**src/hdl/hsv_to_rgb_converter_top_assert.svh**
```systemverilog
// ----------------------------------------------------------------------------
// HSV to RGB converter assertion macros
// Concurrent checks on clk, disabled while arst_n is low; empty for synthesis.
// ----------------------------------------------------------------------------
`ifndef HSV_TO_RGB_CONVERTER_TOP_ASSERT_SVH
`define HSV_TO_RGB_CONVERTER_TOP_ASSERT_SVH

`ifndef SYNTHESIS
// same-cycle implication
`define HSV_ASSERT_NOW(label, ante, cons, msg) \
	label: assert property (@(posedge clk) disable iff (!arst_n) (ante) |-> (cons)) \
		else $error(msg);
// next-cycle implication
`define HSV_ASSERT_NEXT(label, ante, cons, msg) \
	label: assert property (@(posedge clk) disable iff (!arst_n) (ante) |=> (cons)) \
		else $error(msg);
`else
`define HSV_ASSERT_NOW(label, ante, cons, msg)
`define HSV_ASSERT_NEXT(label, ante, cons, msg)
`endif

`endif

```
**src/hdl/hsv_pkg.sv**
```systemverilog
// ----------------------------------------------------------------------------
// HSV to RGB converter package
// Shared constants, sector codes and the inter-stage control struct.
// ----------------------------------------------------------------------------
package hsv_pkg;

	localparam int FRAC_BITS_DEF = 8;

	localparam int HUE_FULL   = 360;
	localparam int SECTOR_DEG = 60;
	localparam int CHAN_MAX   = 255;

	// hue + 92*360 is always positive in 17 bits; reciprocal of 360 is exact there
	localparam int HUE_W           = 17;
	localparam int HUE_BIAS        = 92 * HUE_FULL;
	localparam int HUE_RECIP_SHIFT = 25;
	localparam int HUE_RECIP       = ((1 << HUE_RECIP_SHIFT) + HUE_FULL - 1) / HUE_FULL;
	localparam int QUOT_W          = 8;

	typedef enum logic [2:0] {
		SEC_RY = 3'd0,
		SEC_YG = 3'd1,
		SEC_GC = 3'd2,
		SEC_CB = 3'd3,
		SEC_BM = 3'd4,
		SEC_MR = 3'd5
	} sector_t;

	typedef struct packed {
		logic    valid;
		sector_t sector;
		logic [5:0] rem;
	} hsv_sect_t;

endpackage

```
**src/hdl/hsv_hue.sv**
```systemverilog
// ----------------------------------------------------------------------------
// Hue front end
// Wraps the hue into 0..359, splits it into sector and in-sector remainder,
// and clamps saturation and value to 0..1. Three register stages.
// ----------------------------------------------------------------------------
module hsv_hue import hsv_pkg::*; #(
	parameter int FRAC_BITS = FRAC_BITS_DEF,
	localparam int UW = FRAC_BITS + 1
) (
	input  logic                clk,
	input  logic                arst_n,
	input  logic                en,
	input  logic                hsv_valid,
	input  logic signed [15:0]  hue_degrees,
	input  logic signed [15:0]  saturation,
	input  logic signed [15:0]  brightness,
	output hsv_sect_t           sect_s3,
	output logic [UW-1:0]       sat_s3,
	output logic [UW-1:0]       val_s3
);

	localparam logic [UW-1:0] ONE = UW'(1) << FRAC_BITS;

	function automatic logic [UW-1:0] clamp_unit(input logic signed [15:0] x);
		logic [UW-1:0] res;
		if (x[15]) begin
			res = '0;
		end else if (x > $signed(16'(ONE))) begin
			res = ONE;
		end else begin
			res = x[UW-1:0];
		end
		return res;
	endfunction

	logic [HUE_W-1:0]    u_c;
	logic [2*HUE_W-1:0]  prod_c;
	logic [HUE_W-1:0]    hue_c;
	sector_t             sector_c;
	logic [8:0]          base_c;
	logic [8:0]          rem_c;

	logic                valid_s1, valid_s2, valid_s3;
	logic [HUE_W-1:0]    u_s1;
	logic [QUOT_W-1:0]   quot_s1;
	logic [UW-1:0]       sat_s1, val_s1, sat_s2, val_s2;
	logic [8:0]          hue_s2;
	sector_t             sector_s3;
	logic [5:0]          rem_s3;

	// stage 1: bias to positive, quotient by 360 through reciprocal
	assign u_c    = {hue_degrees[15], hue_degrees} + HUE_W'(HUE_BIAS);
	assign prod_c = (2*HUE_W)'(u_c) * (2*HUE_W)'(HUE_RECIP);

	// stage 2: remainder
	assign hue_c = u_s1 - HUE_W'(quot_s1) * HUE_W'(HUE_FULL);

	// stage 3: sector split
	always_comb begin
		if (hue_s2 >= 9'(5 * SECTOR_DEG)) begin
			sector_c = SEC_MR;
		end else if (hue_s2 >= 9'(4 * SECTOR_DEG)) begin
			sector_c = SEC_BM;
		end else if (hue_s2 >= 9'(3 * SECTOR_DEG)) begin
			sector_c = SEC_CB;
		end else if (hue_s2 >= 9'(2 * SECTOR_DEG)) begin
			sector_c = SEC_GC;
		end else if (hue_s2 >= 9'(SECTOR_DEG)) begin
			sector_c = SEC_YG;
		end else begin
			sector_c = SEC_RY;
		end
		case (sector_c)
			SEC_YG:  base_c = 9'(SECTOR_DEG);
			SEC_GC:  base_c = 9'(2 * SECTOR_DEG);
			SEC_CB:  base_c = 9'(3 * SECTOR_DEG);
			SEC_BM:  base_c = 9'(4 * SECTOR_DEG);
			SEC_MR:  base_c = 9'(5 * SECTOR_DEG);
			default: base_c = '0;
		endcase
		rem_c = hue_s2 - base_c;
	end

	assign sect_s3 = '{valid: valid_s3, sector: sector_s3, rem: rem_s3};

	always_ff @(posedge clk or negedge arst_n) begin
		if (!arst_n) begin
			valid_s1 <= 1'b0;
			valid_s2 <= 1'b0;
			valid_s3 <= 1'b0;
		end else if (en) begin
			valid_s1 <= hsv_valid;
			valid_s2 <= valid_s1;
			valid_s3 <= valid_s2;
		end
	end

	always_ff @(posedge clk) begin
		if (en) begin
			u_s1      <= u_c;
			quot_s1   <= prod_c[HUE_RECIP_SHIFT +: QUOT_W];
			sat_s1    <= clamp_unit(saturation);
			val_s1    <= clamp_unit(brightness);
			hue_s2    <= hue_c[8:0];
			sat_s2    <= sat_s1;
			val_s2    <= val_s1;
			sector_s3 <= sector_c;
			rem_s3    <= rem_c[5:0];
			sat_s3    <= sat_s2;
			val_s3    <= val_s2;
		end
	end

endmodule

```
**src/hdl/hsv_chan.sv**
```systemverilog
// ----------------------------------------------------------------------------
// Channel back end
// Forms p, q, t numerators, scales by value, converts to 8-bit channels and
// routes them by sector. Three register stages, the last is the output.
// ----------------------------------------------------------------------------
module hsv_chan import hsv_pkg::*; #(
	parameter int FRAC_BITS = FRAC_BITS_DEF,
	localparam int UW = FRAC_BITS + 1
) (
	input  logic           clk,
	input  logic           arst_n,
	input  logic           en,
	input  hsv_sect_t      sect_s3,
	input  logic [UW-1:0]  sat_s3,
	input  logic [UW-1:0]  val_s3,
	output logic           rgb_valid,
	output logic [7:0]     red,
	output logic [7:0]     green,
	output logic [7:0]     blue
);

	localparam int NW = FRAC_BITS + 6;
	localparam int MW = UW + NW;
	localparam int CW = MW + 5;
	localparam int SH = 2 * FRAC_BITS + 2;
	localparam logic [UW-1:0] ONE  = UW'(1) << FRAC_BITS;
	localparam logic [NW-1:0] FULL = NW'(SECTOR_DEG) << FRAC_BITS;

	// 255/60 = 17/4, so channel = floor(17*v*n / 2^(2F+2))
	function automatic logic [7:0] to_chan(input logic [MW-1:0] m);
		logic [CW-1:0] x;
		x = (CW'(m) << 4) + CW'(m);
		return x[SH +: 8];
	endfunction

	logic [NW-1:0] sr_c, st_c, np_c;

	logic          valid_s4, valid_s5;
	sector_t       sector_s4, sector_s5;
	logic [UW-1:0] val_s4;
	logic [NW-1:0] np_s4, nq_s4, nt_s4;
	logic [MW-1:0] mv_s5, mp_s5, mq_s5, mt_s5;
	logic [7:0]    cv_c, cp_c, cq_c, ct_c;

	assign sr_c = NW'(sat_s3) * NW'(sect_s3.rem);
	assign st_c = NW'(sat_s3) * (NW'(SECTOR_DEG) - NW'(sect_s3.rem));
	assign np_c = NW'(SECTOR_DEG) * NW'(ONE - sat_s3);

	assign cv_c = to_chan(mv_s5);
	assign cp_c = to_chan(mp_s5);
	assign cq_c = to_chan(mq_s5);
	assign ct_c = to_chan(mt_s5);

	always_ff @(posedge clk or negedge arst_n) begin
		if (!arst_n) begin
			valid_s4  <= 1'b0;
			valid_s5  <= 1'b0;
			rgb_valid <= 1'b0;
		end else if (en) begin
			valid_s4  <= sect_s3.valid;
			valid_s5  <= valid_s4;
			rgb_valid <= valid_s5;
		end
	end

	always_ff @(posedge clk) begin
		if (en) begin
			sector_s4 <= sect_s3.sector;
			val_s4    <= val_s3;
			np_s4     <= np_c;
			nq_s4     <= FULL - sr_c;
			nt_s4     <= FULL - st_c;
			sector_s5 <= sector_s4;
			mv_s5     <= MW'(val_s4) * MW'(FULL);
			mp_s5     <= MW'(val_s4) * MW'(np_s4);
			mq_s5     <= MW'(val_s4) * MW'(nq_s4);
			mt_s5     <= MW'(val_s4) * MW'(nt_s4);
			case (sector_s5)
				SEC_YG: begin
					red <= cq_c; green <= cv_c; blue <= cp_c;
				end
				SEC_GC: begin
					red <= cp_c; green <= cv_c; blue <= ct_c;
				end
				SEC_CB: begin
					red <= cp_c; green <= cq_c; blue <= cv_c;
				end
				SEC_BM: begin
					red <= ct_c; green <= cp_c; blue <= cv_c;
				end
				SEC_MR: begin
					red <= cv_c; green <= cp_c; blue <= cq_c;
				end
				default: begin
					red <= cv_c; green <= ct_c; blue <= cp_c;
				end
			endcase
		end
	end

endmodule

```
**src/hdl/hsv_to_rgb_converter_top.sv**
```systemverilog
// Throughput: one transfer per cycle; six-stage pipeline with one global
// advance enable, which holds while the output register is full and stalled.
// Reset: arst_n clears all stage valid bits asynchronously; data needs none.
`include "hsv_to_rgb_converter_top_assert.svh"
// ----------------------------------------------------------------------------
// HSV to RGB converter top level
// Hue wrap and sector split, then per-channel scaling to 8-bit RGB.
// ----------------------------------------------------------------------------
module hsv_to_rgb_converter_top import hsv_pkg::*; #(
	parameter int FRAC_BITS = FRAC_BITS_DEF
) (
	input  logic               clk,
	input  logic               arst_n,
	input  logic               hsv_valid,
	output logic               hsv_stall,
	input  logic signed [15:0] hue_degrees,
	input  logic signed [15:0] saturation,
	input  logic signed [15:0] brightness,
	output logic               rgb_valid,
	input  logic               rgb_stall,
	output logic [7:0]         red,
	output logic [7:0]         green,
	output logic [7:0]         blue
);

	localparam int UW = FRAC_BITS + 1;

	logic          en;
	hsv_sect_t     sect_s3;
	logic [UW-1:0] sat_s3, val_s3;

	assign hsv_stall = rgb_valid & rgb_stall;
	assign en        = ~hsv_stall;

	hsv_hue #(.FRAC_BITS(FRAC_BITS)) u_hue (
		.clk         (clk),
		.arst_n      (arst_n),
		.en          (en),
		.hsv_valid   (hsv_valid),
		.hue_degrees (hue_degrees),
		.saturation  (saturation),
		.brightness  (brightness),
		.sect_s3     (sect_s3),
		.sat_s3      (sat_s3),
		.val_s3      (val_s3)
	);

	hsv_chan #(.FRAC_BITS(FRAC_BITS)) u_chan (
		.clk       (clk),
		.arst_n    (arst_n),
		.en        (en),
		.sect_s3   (sect_s3),
		.sat_s3    (sat_s3),
		.val_s3    (val_s3),
		.rgb_valid (rgb_valid),
		.red       (red),
		.green     (green),
		.blue      (blue)
	);

	`HSV_ASSERT_NOW(a_rem_range, sect_s3.valid, sect_s3.rem < 6'(SECTOR_DEG), "sector remainder out of range")
	`HSV_ASSERT_NEXT(a_pipe_hold, rgb_valid && rgb_stall, $stable(sect_s3.valid), "pipeline moved while stalled")
	`HSV_ASSERT_NEXT(a_out_hold, rgb_valid && rgb_stall, rgb_valid && $stable({red, green, blue}), "stalled result changed")

endmodule

```
**config.mk**
```make
export PLATFORM = sky130hd
export DESIGN_NAME = hsv_to_rgb_converter_top
export DESIGN_NICKNAME = d
export VERILOG_FILES = /design/src/hdl/hsv_pkg.sv /design/src/hdl/hsv_hue.sv /design/src/hdl/hsv_chan.sv /design/src/hdl/hsv_to_rgb_converter_top.sv
export VERILOG_INCLUDE_DIRS = /design/src /design/src/hdl
export SDC_FILE = /design/constraint.sdc
export NUM_CORES = 2
export LEC_CHECK = 0
export BUFFER_PORTS_ARGS = -buffer_cell sky130_fd_sc_hd__buf_2
export CAP_MARGIN = 20
export CORE_UTILIZATION = 45
export DETAILED_ROUTE_END_ITERATION = 10
export GPL_TIMING_DRIVEN = 0
export PLACE_DENSITY = 0.63
export SYNTH_ARGS = -nofsm -noshare
export SYNTH_HDL_FRONTEND = slang
export SYNTH_SLANG_ARGS = --single-unit
```
**constraint.sdc**
```tcl
create_clock -name clk -period 8.7 [get_ports clk]
set_input_delay 1.74 -clock clk [delete_from_list [all_inputs] [get_ports clk]]
set_output_delay 1.74 -clock clk [all_outputs]
set_load 0.1 [all_outputs]
```
==> flow_metrics.tcl <==
set metrics [dict create \
    cts_inserted_buffers 35 \
    die_area_um2 72910 \
    cp-start-kind "primary input" \
    yosysTopAreaCell "fa_1" \
    layout_commonest_cell "inv_1" \
    path_common_cell "inv_1" \
    drt.antenna.violating_nets 0 \
    crit_type "in -> reg" \
    clk_pin_slew_ns 0.06 \
    die_y_um 270.0 \
    vias_per_cell 5.029 \
    io_buffers 77 \
    fin_crit_sh 0.9028 \
    holdBufCountCts 0 \
    synth_top_area_share 0.2607 \
    status "completed" \
    fin_skew_ns 0.03232 \
    grt_pass1_wl_um 115900 \
    core_um2 70510 \
    start_util 0.4584 \
    slowest_delay_ns 0.61 \
    min_period_ns 7.854 \
    grt_overflow 0 \
    synth_cells 3237 \
    slew_headroom 0.4089 \
    htreeDepth 2 \
    clk_latency_ns 0.57 \
    synthTopCellsByArea "fa_1, edfxtp_1, ha_1, inv_1, and2_1" \
    synthFlopType "edfxtp_1" \
    dpl.hpwl_um 56210 \
    drc 0 \
    nets 4248 \
    mostFrequentLayoutCells "inv_1, fa_1, ha_1" \
    antenna_found_initial 1 \
    wirelength_um 69070 \
    drv_cap 0 \
    grt_usage 0.1975 \
    io_pins 78 \
    syn_nets 4131 \
    crit_path_end_kind "flip-flop" \
    seq_area_frac_synth 0.2313 \
    gp_congestion 0.9045 \
    async_flop_share 0.02400 \
    fmax_ghz 0.1273 \
    cts.sinks 250 \
    first_pass_iters 5 \
    row_count 97 \
    cp.required_ns 9.01 \
    tns_ns 0 \
    grt_start_max_net_pins 126 \
    synth_edf_count 244 \
    cp_max_fo 6 \
    crit_slowest_cell "xnor2_1" \
    die_w_um 270.0 \
    synth_area_per_cell_um2 9.986 \
    vias 21720 \
    cts_tree "done" \
    clockBufferDepth 3 \
    post_cts_buffers 0 \
    synth.cell_area_um2 32320 \
    crit_arrival_ns 8.16 \
    ctsResizeCount 0 \
    cts-root-buf "clkbuf_16" \
    layout-area-overhead-vs-synth_pct 8.659 \
    drive_above_1_share 0.05120 \
    first_global_vias 22312 \
    rsz0062_at_grt "no" \
    hp-class "reg -> reg" \
    final_hold_viol_count 0 \
    ys_ff_latch 250 \
    ys.warnings.count 0 \
    diodes 0 \
    setup_viol 0 \
    ys_types 66 \
    slew_violations 0 \
    drtIter0Drc 1117 \
    wl_per_cell_um 15.99 \
    worstMarginPinSlew_ns 0.8804 \
]
[per-layer routing]
layer,GRT usage,vias to the layer above,wire length (um)
met5,0,-,11
met4,0.08119,2,2907
met3,0.02178,117,2926
met2,0.3204,474,31480
met1,0.2693,10524,31750
li1,-,10603,-
[synthesized netlist by cell type, drive strengths merged (3+ instances only)]
cell     count
nand4       12
or3         12
and2       235
xor2        61
dfrtp        6
a21boi       8
nor2b       15
nor2        94
a21o        35
edfxtp     244
nand2      344
nor4         7
nand2b      13
nand3       36
mux2i       16
nor3        40
o21bai      23
a211oi      15
mux2        12
o41ai        6
ha         421
o21ai       61
a31oi       16
a2bb2oi      3
o211ai      18
a21oi      100
and3        11
o21a        17
or2         10
fa         421
a2111oi      3
xnor2      140
clkbuf      96
o31ai        9
a22oi        3
o221ai       3
o2111ai      7
inv        636
buf          4
a41oi        3
[worst paths after layout]
| check | start | end | slack, ns | cells after the start |
|---|---|---|---|---|
| min reg2reg | u_hue.sat_s1[3] | u_hue.sat_s2[3] | 0.41 | 0 |
| max | hue_degrees[5] | u_hue.quot_s1[5] | 0.85 | 27 |
| max in group asynchronous | arst_n | u_hue.valid_s1 | 7.55 | 1 |
| max reg2reg | u_chan.val_s4[8] | u_chan.mt_s5[22] | 2.03 | 18 |
| min in group asynchronous | arst_n | u_hue.valid_s3 | 1.00 | 1 |
| min | u_hue.sat_s1[3] | u_hue.sat_s2[3] | 0.41 | 0 |
[metrics by stage]
step / hold slack [ns] / worst slack [ns] / cell area [um^2] / std cells / util
floorplan: 0.4003 / 0.5774 / 32330 / 3237 / -
global placement: 0.4006 / 0.3100 / 33890 / 4254 / 0.4806
detailed placement: 0.4045 / 0.2715 / 33960 / 4257 / 0.4816
CTS: 0.4078 / 0.8109 / 35120 / 4319 / 0.4981
global route: 0.4171 / 0.3687 / 35120 / 4319 / 0.4981
finish: 0.4062 / 0.8461 / 35120 / 4319 / 0.4981
[registers in the layout (all words and copies together), names as in the netlist, 6 cells and up]
| name | cells |
|---|---|
| u_hue.rem_s3 | 6 |
| u_hue.sat_s2 | 9 |
| u_hue.val_s1 | 9 |
| u_hue.sat_s1 | 9 |
| u_chan.mp_s5 | 21 |
| u_chan.blue | 8 |
| u_hue.hue_s2 | 9 |
| u_hue.val_s3 | 9 |
| u_hue.quot_s1 | 6 |
| u_chan.val_s4 | 9 |
| u_chan.green | 8 |
| u_chan.np_s4 | 12 |
| u_hue.u_s1 | 9 |
| u_chan.mq_s5 | 22 |
| u_chan.red | 8 |
| u_hue.val_s2 | 9 |
| u_hue.sat_s3 | 9 |
| u_chan.mv_s5 | 13 |
| u_chan.mt_s5 | 23 |
| u_chan.nq_s4 | 13 |
| u_chan.nt_s4 | 14 |
[worst max-delay path, delay by kind of cell]
| kind | cells | cell delay, ns |
|---|---|---|
| xor gates and xnor gates | 2 | 0.68 |
| adders and majority gates | 6 | 2.55 |
| and+or+nand+nor | 4 | 0.48 |
| buffers and inverters | 7 | 0.79 |
| AOI/OAI and AO/OA | 8 | 1.90 |
[area by class of cell]
cell class	count	area [um^2]
inverter	636	2387
tap	940	1176
clock buffer	37	883.3
fill	6505	35390
sequential	250	7477
clock inverter	25	277.8
buffer	100	379.1
timing repair buffer	80	445.4
multi-input combinational	2251	22100
[logic make-up (layout without fill, tap and decap cells)]
group / Yosys count / in the layout / synth area share
fa+ha+maj: 843 / 843 / 0.4240
simple gates: 834 / 834 / 0.1248
buf+inv: 736 / 878 / 0.08559
compound gates: 345 / 345 / 0.07064
flops: 250 / 250 / 0.2313
xor+xnor: 201 / 201 / 0.05446
mux: 28 / 28 / 0.009135
Power is left out: the tool's default activity adds up to more than one toggle a clock period on the data nets, which glitch-free logic cannot reach.
